[src/qft_pkg.sv]
// shared types and character constants for the quoted field tokenizer
package qft_pkg;

  localparam int LEN_W = 11;

  localparam logic [7:0] CH_QUOTE = 8'h22;
  localparam logic [7:0] CH_COMMA = 8'h2C;
  localparam logic [7:0] CH_CR    = 8'h0D;
  localparam logic [7:0] CH_LF    = 8'h0A;
  localparam logic [7:0] CH_TAB   = 8'h09;
  localparam logic [7:0] CH_SPACE = 8'h20;

  localparam logic FUNC_CHAR = 1'b0;
  localparam logic FUNC_EOD  = 1'b1;

  localparam logic KIND_BYTE = 1'b0;
  localparam logic KIND_END  = 1'b1;

  typedef enum logic [3:0] {
    M_START  = 4'b0001,
    M_FIELD  = 4'b0010,
    M_CRPEND = 4'b0100,
    M_SKIP   = 4'b1000
  } mode_t;

  typedef struct packed {
    logic       func;
    logic [7:0] in_byte;
  } in_t;

  typedef struct packed {
    logic             kind;
    logic [7:0]       data_byte;
    logic [LEN_W-1:0] field_length;
    logic             was_quoted;
    logic             last_of_step;
  } out_t;

  typedef struct packed {
    mode_t            mode;
    logic             in_quotes;
    logic [LEN_W-1:0] count;
  } state_t;

  // results of one input beat: zero, one or two tokens
  typedef struct packed {
    logic [1:0] n;
    out_t       r0;
    out_t       r1;
  } step_t;

endpackage

[src/qft_step.sv]
// per-character parse logic: next state and the tokens one beat causes
module qft_step import qft_pkg::*; #(
  parameter int MAX_FIELD_LEN = 1024
) (
  input  state_t cur,
  input  in_t    beat,
  output state_t nxt,
  output step_t  res
);

  localparam logic [LEN_W-1:0] MaxLen = LEN_W'(MAX_FIELD_LEN);

  logic [7:0]       c;
  logic             ws;
  logic [LEN_W-1:0] cnt_inc;
  logic             full;
  logic             act_end;
  logic             act_store;
  out_t             end_cur;
  out_t             end_inc;
  out_t             byte_tok;

  assign c       = beat.in_byte;
  assign ws      = (c == CH_SPACE) || (c == CH_TAB);
  assign cnt_inc = cur.count + LEN_W'(1);
  assign full    = cnt_inc >= MaxLen;

  always_comb begin
    end_cur = '{kind: KIND_END, data_byte: 8'h00, field_length: cur.count,
                was_quoted: cur.in_quotes, last_of_step: 1'b0};
    end_inc = '{kind: KIND_END, data_byte: 8'h00, field_length: cnt_inc,
                was_quoted: cur.in_quotes, last_of_step: 1'b0};
    byte_tok = '{kind: KIND_BYTE, data_byte: (beat.func == FUNC_EOD) ? CH_CR : c,
                 field_length: '0, was_quoted: 1'b0, last_of_step: 1'b0};
  end

  always_comb begin
    nxt       = cur;
    res       = '0;
    act_end   = 1'b0;
    act_store = 1'b0;

    if (beat.func == FUNC_EOD) begin
      // end of buffer flushes an open field, a pending cr becomes data
      unique case (cur.mode)
        M_FIELD: begin
          res.n  = 2'd1;
          res.r0 = end_cur;
        end
        M_CRPEND: begin
          res.n  = 2'd2;
          res.r0 = byte_tok;
          res.r1 = end_inc;
        end
        default: ;
      endcase
      nxt = '{mode: M_START, in_quotes: 1'b0, count: '0};
    end else begin
      unique case (cur.mode)
        M_CRPEND: begin
          if (c == CH_LF) begin
            act_end  = 1'b1;
            nxt.mode = M_START;
          end else begin
            act_store = 1'b1;
          end
        end
        M_SKIP: begin
          if ((c == CH_COMMA) || (c == CH_LF)) nxt.mode = M_START;
        end
        default: begin
          // start drops leading whitespace, then both act as in-field
          if ((cur.mode != M_FIELD) && ws) begin
            nxt.mode = M_START;
          end else begin
            nxt.mode = M_FIELD;
            priority if (c == CH_LF) begin
              act_end  = 1'b1;
              nxt.mode = M_START;
            end else if (c == CH_CR) begin
              nxt.mode = M_CRPEND;
            end else if ((c == CH_QUOTE) && cur.in_quotes) begin
              act_end  = 1'b1;
              nxt.mode = M_SKIP;
            end else if ((c == CH_QUOTE) && (cur.count == '0)) begin
              nxt.in_quotes = 1'b1;
            end else if ((c == CH_COMMA) && !cur.in_quotes) begin
              act_end  = 1'b1;
              nxt.mode = M_START;
            end else if (ws && !cur.in_quotes) begin
              nxt.mode = M_FIELD;
            end else begin
              act_store = 1'b1;
            end
          end
        end
      endcase

      if (act_end) begin
        res.n         = 2'd1;
        res.r0        = end_cur;
        nxt.count     = '0;
        nxt.in_quotes = 1'b0;
      end
      if (act_store) begin
        res.n  = 2'd1;
        res.r0 = byte_tok;
        if (full) begin
          res.n         = 2'd2;
          res.r1        = end_inc;
          nxt.mode      = M_SKIP;
          nxt.count     = '0;
          nxt.in_quotes = 1'b0;
        end else begin
          nxt.mode  = M_FIELD;
          nxt.count = cnt_inc;
        end
      end
    end

    // flag the final token of this beat
    if (res.n == 2'd1) res.r0.last_of_step = 1'b1;
    if (res.n == 2'd2) res.r1.last_of_step = 1'b1;
  end

endmodule

[src/qft_outq.sv]
// four-entry token queue taking up to two tokens per cycle
module qft_outq import qft_pkg::*; (
  input  logic  clk,
  input  logic  rst,
  input  logic  push,
  input  step_t res,
  output logic  room,
  output logic  tok_valid,
  input  logic  tok_stall,
  output out_t  tok_beat
);

  out_t       store_q [4];
  logic [1:0] head;
  logic [1:0] tail;
  logic [2:0] fill;
  logic [1:0] n_in;
  logic       pop;

  assign n_in      = push ? res.n : 2'd0;
  assign pop       = tok_valid && !tok_stall;
  assign tok_valid = fill != 3'd0;
  assign tok_beat  = store_q[head];
  assign room      = fill <= 3'd2;

  always_ff @(posedge clk) begin
    if (n_in != 2'd0) store_q[tail] <= res.r0;
    if (n_in == 2'd2) store_q[tail + 2'd1] <= res.r1;
  end

  always_ff @(posedge clk) begin
    if (rst) begin
      head <= '0;
      tail <= '0;
      fill <= '0;
    end else begin
      tail <= tail + n_in;
      if (pop) head <= head + 2'd1;
      fill <= fill + {1'b0, n_in} - {2'b00, pop};
    end
  end

endmodule

[src/quoted_field_tokenizer.sv]
// top level of the quoted field tokenizer
//
//  channel | direction | payload | meaning
//  char    | in        | in_t    | one character or end-of-buffer mark
//  tok     | out       | out_t   | one field byte or one end-of-field token
//
// one character beat is taken per cycle unless stalled; the parse state
// update is a single pass of logic from the state registers into the
// token queue; a beat yields zero, one or two tokens; the token port
// drains one per cycle unless stalled, so beats that yield two tokens set
// the sustained rate on that side; char_stall rises while the queue lacks
// room for two tokens; rst clears the parse state and empties the queue
module quoted_field_tokenizer import qft_pkg::*; #(
  parameter int MAX_FIELD_LEN = 1024
) (
  input  logic clk,
  input  logic rst,
  input  logic char_valid,
  output logic char_stall,
  input  in_t  char_beat,
  output logic tok_valid,
  input  logic tok_stall,
  output out_t tok_beat
);

  state_t state;
  state_t state_next;
  step_t  res;
  logic   room;
  logic   take;

  // a beat is taken only when the queue can hold both possible tokens
  assign char_stall = !room;
  assign take       = char_valid && room;

  qft_step #(
    .MAX_FIELD_LEN(MAX_FIELD_LEN)
  ) u_step (
    .cur  (state),
    .beat (char_beat),
    .nxt  (state_next),
    .res  (res)
  );

  qft_outq u_outq (
    .clk       (clk),
    .rst       (rst),
    .push      (take),
    .res       (res),
    .room      (room),
    .tok_valid (tok_valid),
    .tok_stall (tok_stall),
    .tok_beat  (tok_beat)
  );

  // parse state: mode, quote flag and byte count of the open field
  always_ff @(posedge clk) begin
    if (rst) begin
      state <= '{mode: M_START, in_quotes: 1'b0, count: '0};
    end else if (take) begin
      state <= state_next;
    end
  end

endmodule
[config.mk]
export PLATFORM = sky130hd
export DESIGN_NAME = quoted_field_tokenizer
export DESIGN_NICKNAME = d
export VERILOG_FILES = /design/src/qft_pkg.sv /design/src/qft_step.sv /design/src/qft_outq.sv /design/src/quoted_field_tokenizer.sv
export SDC_FILE = /design/constraint.sdc
export NUM_CORES = 1
export LEC_CHECK = 0
export ABC_AREA = 0
export BUFFER_PORTS_ARGS = -buffer_cell sky130_fd_sc_hd__buf_2
export CORE_MARGIN = 2
export CORE_UTILIZATION = 55
export DETAILED_ROUTE_END_ITERATION = 6
export GPL_ROUTABILITY_DRIVEN = 0
export PLACE_DENSITY = 0.76
export SLEW_MARGIN = 10
export SYNTH_ARGS = -nofsm -noshare
export SYNTH_HDL_FRONTEND = slang
export SYNTH_SLANG_ARGS = --single-unit
[constraint.sdc]
create_clock -name clk -period 3.8 [get_ports clk]
set_clock_uncertainty 0.2 [all_clocks]
set_input_delay 0.76 -clock clk [delete_from_list [all_inputs] [get_ports clk]]
set_output_delay 0.76 -clock clk [all_outputs]
set_load 0.02 [all_outputs]
Word level (Yosys, flattened, before mapping)
Memories as Yosys holds them, arrays and structs flattened. A register that Yosys moved wholly into a read port is not among the register bits. Cells that the tools add are included.

Register bits after elaboration: 23. Bits in writable memories: 88. Input port bits: 13. Output and inout port bits: 24. Logic and storage cells: 106. Memories: 1.

Add/subtract/negate cells: 6. Magnitude comparators: 2. Equal/unequal tests: 15. Mux-type cells: 57. Reduce and logical (&&, ||, !) cells: 19.

Memories: u_outq.store_q (depth 4, bits a word 22, read ports 1, clocked after memory_dff 1, wr ports 2, RTL line qft_outq.sv:13) `out_t store_q [4];`.

Operators with widths (count): $mux W46 (2); $pmux W24 S2 (1); $mux W22 (2); $mux W16 (2); $mux W4 (8); $mux W1 (30); $eq A8 B4 Y1 const B (3); $eq A8 B6 Y1 const B (3); $mux W23 (1); $mux W12 (1); $ne A4 B2 Y1 const B (3); $add A11 B1 Y11 const B (1); $ge A11 B11 Y1 const B (1); $logic_not A11 Y1 (1); $mux W11 (1); $mux W2 (5); $mux W8 (1); $pmux W4 S2 (1); $logic_and A1 B1 Y1 (7); $reduce_bool A3 Y1 (2); $add A2 B1 Y2 const B (2); $eq A2 B2 Y1 const B (2); $eq A4 B2 Y1 const B (1); $eq A4 B3 Y1 const B (1); 13 further kinds (17).

Depth between registers and ports, before layout
Gate-level depths: netlist (run 1).

Depth after elaboration: 18. Gate-level depth with buffers: 16. Gate-level depth less buffers: 14.

Hierarchy
From an unflattened synthesis (run 1), not the netlist that was laid out.

Cell total of the unflattened synthesis: 532. Area, all modules: 6795.3 µm².

Modules (own cells, without submodules): qft_outq (times used 1, cells an instance 272, area an instance 4842.1 µm², sequential area each 2822.7 µm²); qft_step (times used 1, cells an instance 185, area an instance 1191.1 µm², sequential area each 0.0 µm²); quoted_field_tokenizer (times used 1, cells an instance 75, area an instance 762.0 µm², sequential area each 320.3 µm²).

Worst setup path after synthesis (run 1)
Ideal clock, no wire load.

Path kind: input -> register. Start: input char_beat[3] (netlist name). End: register u_outq.fill[2]. Setup time: 0.128 ns. Arrival: 3.381 ns. Data required time: 3.472 ns. Setup slack: 0.091 ns. Stages: 14. Buffers on the path: 2. Path through: buf_2 -> nor4bb_1 -> nor2_1 -> a21oi_1 -> o31ai_2 -> clkbuf_1 -> and2_1 -> nor2_1 -> nor2_1 -> ha_1 -> fa_1 -> xor2_1 -> xnor2_1 -> nor2_1.

Longest elaborated chain between the ends: 17. Elaborated cells between the ends (all ways): 37. Those cells by class: add/sub: 2; eq/ne: 6; mux: 23; reduce/logical: 6.

Ends and longest elaborated chain: start, declared (RTL line quoted_field_tokenizer.sv:20) `input in_t char_beat,`; $eq A8 B6 Y1 / $eq A8 B4 Y1 (equally long branches) (RTL line qft_step.sv:24) `assign ws = (c == CH_SPACE) || (c == CH_TAB);`; $logic_or A1 B1 Y1 (RTL line qft_step.sv:24); $logic_and A1 B1 Y1 (RTL line qft_step.sv:90) `end else if (ws && !cur.in_quotes) begin`; $mux W1 (RTL line qft_step.sv:90); $mux W1 (RTL line qft_step.sv:87) `end else if ((c == CH_COMMA) && !cur.in_quotes) begin`; $mux W1 (RTL line qft_step.sv:85) `end else if ((c == CH_QUOTE) && (cur.count == '0)) begin`; $mux W1 (RTL line qft_step.sv:82) `end else if ((c == CH_QUOTE) && cur.in_quotes) begin`; $mux W1 (RTL line qft_step.sv:80) `end else if (c == CH_CR) begin`; $mux W1 (RTL line qft_step.sv:77) `priority if (c == CH_LF) begin`; $mux W1 (RTL line qft_step.sv:73) `if ((cur.mode != M_FIELD) && ws) begin`; $pmux W1 S2 (RTL line qft_step.sv:59) `unique case (cur.mode)`; $mux W1 (RTL line qft_step.sv:43) `if (beat.func == FUNC_EOD) begin`; $mux W46 * (RTL line qft_step.sv:105) `if (act_store) begin`; $mux W46 * (RTL line qft_step.sv:43); $mux W2 * (RTL line qft_outq.sv:20) `assign n_in = push ? res.n : 2'd0;`; $add A3 B2 Y3 * (RTL line qft_outq.sv:39) `fill <= fill + {1'b0, n_in} - {2'b00, pop};`; $sub A3 B1 Y3 * (RTL line qft_outq.sv:39); end signal, assigned (RTL line qft_outq.sv:39); end, declared (RTL line qft_outq.sv:16) `logic [2:0] fill;`.

Every way passes the cells marked *; elsewhere a longest branch is shown, timed or not. The select of a mux whose other input is x is not followed. A chain may end at the register's enable or synchronous reset.

Final worst setup path (run 1)
Start: register state[0] (netlist name). End: register u_outq.fill[2].

Longest elaborated chain between the ends: 15. Elaborated cells between the ends (all ways): 25. Those cells by class: add/sub: 3; order compare: 1; mux: 19; reduce/logical: 2.

Ends and longest elaborated chain: start, declared (RTL line quoted_field_tokenizer.sv:26) `state_t state;`; start signal, assigned (RTL line quoted_field_tokenizer.sv:59) `state <= '{mode: M_START, in_quotes: 1'b0, count: '0};`; start signal, assigned (RTL line quoted_field_tokenizer.sv:61) `state <= state_next;`; branches (longest 10 deep; another with $add A11 B1 Y11); $mux W46 * (RTL line qft_step.sv:105); $mux W46 * (RTL line qft_step.sv:43); $mux W2 * (RTL line qft_outq.sv:20); $add A3 B2 Y3 * (RTL line qft_outq.sv:39); $sub A3 B1 Y3 * (RTL line qft_outq.sv:39).

Mark *: on every way between the ends. The select of a mux whose other input is x is not followed.

==> results of run 1 <==
==> critical path: cells and delay by family (launching register included) <==
family | cells | cell delay, ns
adders and majority gates | 3 | 0.77
buffers and inverters | 2 | 0.36
xor gates and xnor gates | 2 | 0.34
AOI/OAI and AO/OA | 2 | 0.43
DFF | 1 | 0.39
and+or+nand+nor | 6 | 0.90
==> metal layers <==
layer	track usage, %	part of all wire (%)	up-vias	routed length, um
met5	0	0	-	0
met4	9.34	2.2	0	343
met3	7.29	9.9	39	1570
met2	45.7	46	317	7320
met1	39.5	42	2467	6600
li1	-	-	2286	-
==> worst paths after layout <==
kind,cells after the start,slack [ns],start,end
worst max-delay path,15,0.27,state[0],u_outq.fill[2]
worst min-delay path,2,0.29,u_outq.store_q[2][16],u_outq.store_q[2][16]
worst max register to register,15,0.27,state[0],u_outq.fill[2]
worst min register to register,2,0.29,u_outq.store_q[2][16],u_outq.store_q[2][16]
==> registers in the layout, summed over array words and instances (netlist names), named ones only <==
signal,cells
u_outq.store_q,88
state,16
u_outq.fill,3
u_outq.head,2
u_outq.tail,2
==> Yosys cell counts, drive strengths merged (2+ instances only) <==
| cell | n |
|---|---|
| and4 | 3 |
| nand2 | 29 |
| xnor2 | 6 |
| o41ai | 3 |
| nor4b | 3 |
| clkbuf | 32 |
| and3 | 5 |
| inv | 13 |
| nor2b | 8 |
| nor3 | 29 |
| nor3b | 7 |
| dfxtp | 57 |
| nand4 | 6 |
| a32oi | 2 |
| mux4 | 22 |
| a21o | 25 |
| nor4bb | 3 |
| a32o | 7 |
| o211ai | 42 |
| a21oi | 8 |
| edfxtp | 56 |
| o22ai | 17 |
| a21boi | 5 |
| nand2b | 3 |
| buf | 12 |
| nand3 | 21 |
| a221oi | 2 |
| xor2 | 4 |
| ha | 6 |
| and2 | 9 |
| nor4 | 4 |
| o21ai | 72 |
| nor2 | 21 |
| or2 | 4 |
| a31oi | 2 |
| o31ai | 2 |
==> metrics by stage <==
stage               cell area [sq um]  hold WS, ns  power, mW  setup slack (ns)
CTS                              7000        0.286       4.37             0.218
floorplan                        5950        0.257       2.45            0.0910
global route                     7010        0.307       4.55            0.0202
detailed placement               6400        0.278       2.81             0.136
global placement                 6400        0.270       2.76             0.257
finish                           7010        0.285       4.37             0.271
==> final cells by class <==
class / count / area, sq um / area share (%)
clock buffers: 22 / 507 / 7.23
clock inverters: 10 / 93.8 / 1.34
inverters: 13 / 48.8 / 0.696
multi-input cells: 391 / 2900 / 41.4
flip-flops and latches: 113 / 2820 / 40.3
well taps: 136 / 170 / 2.43
repair buffers: 72 / 463 / 6.61
==> logic make-up (layout without fill, tap and decap cells) <==
family | Yosys count | after routing | share of synthesized area, %
AO/OA/AOI/OAI | 192 | 192 | 22.2
AND/OR/NAND/NOR | 159 | 159 | 15.0
flip-flops | 113 | 113 | 47.4
buffers and inverters | 57 | 117 | 3.85
multiplexers | 23 | 23 | 8.49
XOR/XNOR | 10 | 10 | 1.47
adder cells (fa/ha/maj) | 7 | 7 | 1.60
==> report_power, final <==
group	internal [mW]	leakage (nW)	switching [mW]
Combinational	0.507	1.40	0.683
Sequential	1.49	0.993	0.108
Clock	1.00	0.293	0.573
Total	3.00	2.69	1.36
==> placed cells by master, fill, tap and decap left out, types with 7 or more instances in the layout <==
cell / netlist / final
nand3_1: 19 / 19
a32o_1: 7 / 7
o21ai_1: 16 / 16
inv_1: 12 / 12
dfxtp_1: 57 / 57
and2_1: 9 / 9
nor3b_1: 7 / 7
nand2_1: 29 / 29
edfxtp_1: 56 / 56
clkbuf_16: 0 / 19
a21o_1: 25 / 25
buf_4: 2 / 35
a21oi_1: 8 / 7
o21ai_0: 56 / 56
o22ai_1: 17 / 17
nor3_1: 29 / 29
buf_2: 6 / 36
o211ai_1: 42 / 42
mux4_2: 22 / 22
nor2b_1: 8 / 8
nor2_1: 21 / 21
==> impl_metrics.yaml, run 1 <==
clocking:
  post_cts_buffers: 0
  cts.reportedPaths.clkPinSlew_ns: 0.06
  root_buffer: "clkbuf_8"
  clkLatencyLatePin_ns: 0.53
  htree_num_levels: 4
  clockBufferDepth: 2
  cts-buffers-inserted: 17
  cts_tree: "done"
  cts.repair.resized: 0
  cts.sinks: 113
  holdBufCountCts: 0
setup_path:
  path_class: "register to register"
  worstPathRequired_ns: 4.00
  cp_common_cell: "nor2_1"
  slowest_stage: "dfxtp_1"
  cp_slowest_stage_delay_ns: 0.39
  end_kind: "register"
  crit_arrival_ns: 3.73
  crit_fanout: 9
  start_kind: "register"
  crit_chain: "inv_1, ha_1, nor4b_1, buf_4, nand4_1, a21oi_2, o31ai_2, and2_1, nor2_1, nor2_1, ha_1, fa_1, xor2_1, xnor2_1, nor2_1"
sta:
  setup_viol: 0
  hold_violations: 0
  slew_headroom_pct: 48.8
  fin_crit_ns: 3.53
  period_share_pct: 92.9
  fin_setup_tns_ns: 0
  tightest_slew_ns: 0.763
  fmax_mhz: 283
  rsz0062_at_grt: "false"
  slew_violations: 0
logic_synthesis:
  synth_ff_type: "dfxtp_1"
  synth_warnings: 0
  ys_seq_elements: 113
  async_flop_share_pct: 0
  synthCells: 561
  synth_area_leader_cell: "edfxtp_1"
  syn_avg_cell_area_sq_um: 10.6
  yosysSeqAreaShare_pct: 47.4
  yosysUniqueCellTypes: 60
  netlist_area_sq_mm: 0.00595
  netlist.area_leader.share_pct: 28.3
  synth.area.top_cells: "edfxtp_1 28%, dfxtp_1 19%, mux4_2 8.3%"
  synthesis.nets: 581
  synth_edf_count: 56
placement:
  place_inst: 725
  dp.final_hpwl_mm: 10.4
  io_buffers: 36
layout:
  final_layout_size_suffix_gt1_share_pct: 22.5
  fill_cells: 770
  nets: 628
  diodes: 0
  finish.utilization_pct: 67.3
  layoutNonFillerInstCount: 757
  areaGrowthSynthToFinish_pct: 17.8
routing:
  num_vias: 5109
  dr.pass1.iters: 6
  drtAntennaViolNets: 0
  drt_iter0_drc: 706
  drc_errors: 0
  vias_per_cell: 6.75
  routed_wl_mm: 15.8
  wl_per_cell_um: 20.9
min_path:
  hp-class: "register to register"
floorplan:
  rows: 37
  start_util_pct: 57.1
  die_h_um: 108
  ios: 37
  coreArea_sq_mm: 0.0104
  die_width_um: 108
  die-area_sq_mm: 0.0117
grt:
  grt_overflow: 0
  antenna_found_initial: 0
  grt_pass1_wl_mm: 25.6
  first_global_vias: 4916
  grt_util_all_layers_pct: 29.0
  grt_start_max_net_pins: 24
power:
  power.leakage_nw: 2.69
  vdd_drop_max_v: 0.000418
  p_per_area_mw_per_mm2: 623
job:
  cap_violations: 0
outcome:
  status: "finished clean"
Note: power is estimated with default switching activity, not from simulation.
==> inputs of run 2 (changes only) <==
--- a/config.mk
+++ b/config.mk
@@ -9,6 +9,7 @@
 export BUFFER_PORTS_ARGS = -buffer_cell sky130_fd_sc_hd__buf_2
 export CORE_MARGIN = 2
 export CORE_UTILIZATION = 55
+export CTS_BUF_LIST = sky130_fd_sc_hd__clkbuf_8
 export DETAILED_ROUTE_END_ITERATION = 6
 export GPL_ROUTABILITY_DRIVEN = 0
 export PLACE_DENSITY = 0.76
==> run 2 against run 1 <==
Highest routed layer unchanged. Core utilization is 1.6 points lower. Critical endpoint unchanged. Critical path depth is 1 lower. Cell count stayed put. Sequential share of layout area is 0.99 points higher. Largest cell class unchanged. Routed wire length is 1.9% lower. Worst hold slack better by 0.0081 ns. Clock power is 21% lower.
==> impl_metrics.yaml, run 2 (synthesis gave the netlist of run 1 again) <==
outcome:
  status: "finished clean"
job:
  cap_violations: 0
floorplan:
  die_h_um: 108
  die_width_um: 108
  die-area_sq_mm: 0.0117
  coreArea_sq_mm: 0.0104
  rows: 37
  ios: 37
  start_util_pct: 57.1
layout:
  layoutNonFillerInstCount: 757
  largest_register_ffs: 88
  nets: 628
  largestRegisters: "u_outq.store_q x88, state x16, u_outq.fill x3"
  final_common_cell: "dfxtp_1"
  diodes: 0
  top_register: "u_outq.store_q"
  layout_common_cells: "57 x dfxtp_1, 56 x o21ai_0, 56 x edfxtp_1"
  areaGrowthSynthToFinish_pct: 14.9
  final_layout_size_suffix_gt1_share_pct: 22.4
  fin_area_sq_mm: 0.00684
clocking:
  cts.sinks: 113
  htree_num_levels: 4
  clockBufferDepth: 2
  root_buffer: "clkbuf_8"
  post_cts_buffers: 0
  cts-buffers-inserted: 17
  cts.repair.resized: 0
  cts_tree: "done"
  holdBufCountCts: 0
  clkLatencyLatePin_ns: 0.45
  cts.reportedPaths.clkPinSlew_ns: 0.07
setup_path:
  slowest_stage: "dfxtp_1"
  crit_chain: "inv_1, ha_1, nor4b_1, buf_4, nand4_1, a21oi_1, o41ai_4, nand2_1, ha_1, inv_1, fa_1, xor2_1, xnor2_1, nor2_1"
  cp_slowest_stage_delay_ns: 0.49
  critPathTopFamily: "adder cells"
  end_kind: "register"
  crit_arrival_ns: 3.67
  cp_num_buf_inv: 3
  path_class: "register to register"
  start_kind: "register"
  crit_fanout: 9
  worstPathRequired_ns: 3.92
grt:
  grt_overflow: 0
  grt_start_max_net_pins: 24
  grt_pass1_wl_mm: 25.4
  antenna_found_initial: 0
  grt_util_all_layers_pct: 28.7
  first_global_vias: 4887
placement:
  dp.final_hpwl_mm: 10.4
  io_buffers: 36
  place_inst: 725
  placed_area_sq_mm: 0.00640
min_path:
  hp-class: "register to register"
sta:
  slew_violations: 0
  rsz0062_at_grt: "false"
  setup_viol: 0
  fin_crit_ns: 3.55
  fin_setup_tns_ns: 0
  hold_violations: 0
  period_share_pct: 93.4
  fmax_mhz: 282
  slew_headroom_pct: 49.9
  tightest_slew_ns: 0.746
routing:
  dr.pass1.iters: 5
  drtAntennaViolNets: 0
  drt_iter0_drc: 550
  routed_wl_mm: 15.5
  num_vias: 5036
  drc_errors: 0
  wl_per_cell_um: 20.5
  vias_per_cell: 6.65
power:
  vdd_drop_max_v: 0.000398
  p_per_area_mw_per_mm2: 588
  power.leakage_nw: 2.62
==> run 2: layer usage <==
metal	part of all wire [%]	GRT usage, %	up-vias
met4	1.8	10.7	0
li1	-	-	2277
met2	47	44.8	299
met5	0	0	-
met1	42	39.5	2425
met3	9.1	6.33	35
==> run 2: layout make-up <==
class / count / area, sq um
fillers: 799 / 3580
clock inverters: 14 / 188
clock buffers: 18 / 248
flip-flops and latches: 113 / 2820
repair buffers: 72 / 463
inverters: 13 / 48.8
well taps: 136 / 170
multi-input cells: 391 / 2900
==> run 2: worst paths after layout <==
check / startpoint / to / slack (ns) / cells past startpoint
min: u_outq.store_q[2][16] / u_outq.store_q[2][16] / 0.29 / 2
max: state[0] / u_outq.fill[2] / 0.25 / 14
max reg2reg: state[0] / u_outq.fill[2] / 0.25 / 14
min reg2reg: u_outq.store_q[2][16] / u_outq.store_q[2][16] / 0.29 / 2
==> run 2: where the power goes <==
part	switching (mW)	internal, mW
combinational	0.677	0.506
sequential	0.105	1.49
clock	0.512	0.729
total	1.29	2.73
==> run 2: metrics by stage <==
stage                     hold WS, ns  util [%]  setup WS [ns]  total power, mW
final                           0.293      65.7          0.250             4.02
after CTS                       0.288      65.7          0.290             4.03
after global placement          0.270      61.5          0.257             2.76
after detailed placement        0.278      61.5          0.136             2.81
after global routing            0.310      65.7         0.0123             4.21
after floorplan                 0.257         -         0.0910             2.45
==> run 2: tightest hold or removal path: stages, from the launching register on <==
cell and delay (ns):
dfxtp_1 0.32, o211ai_1 0.07, o21ai_1 0.06
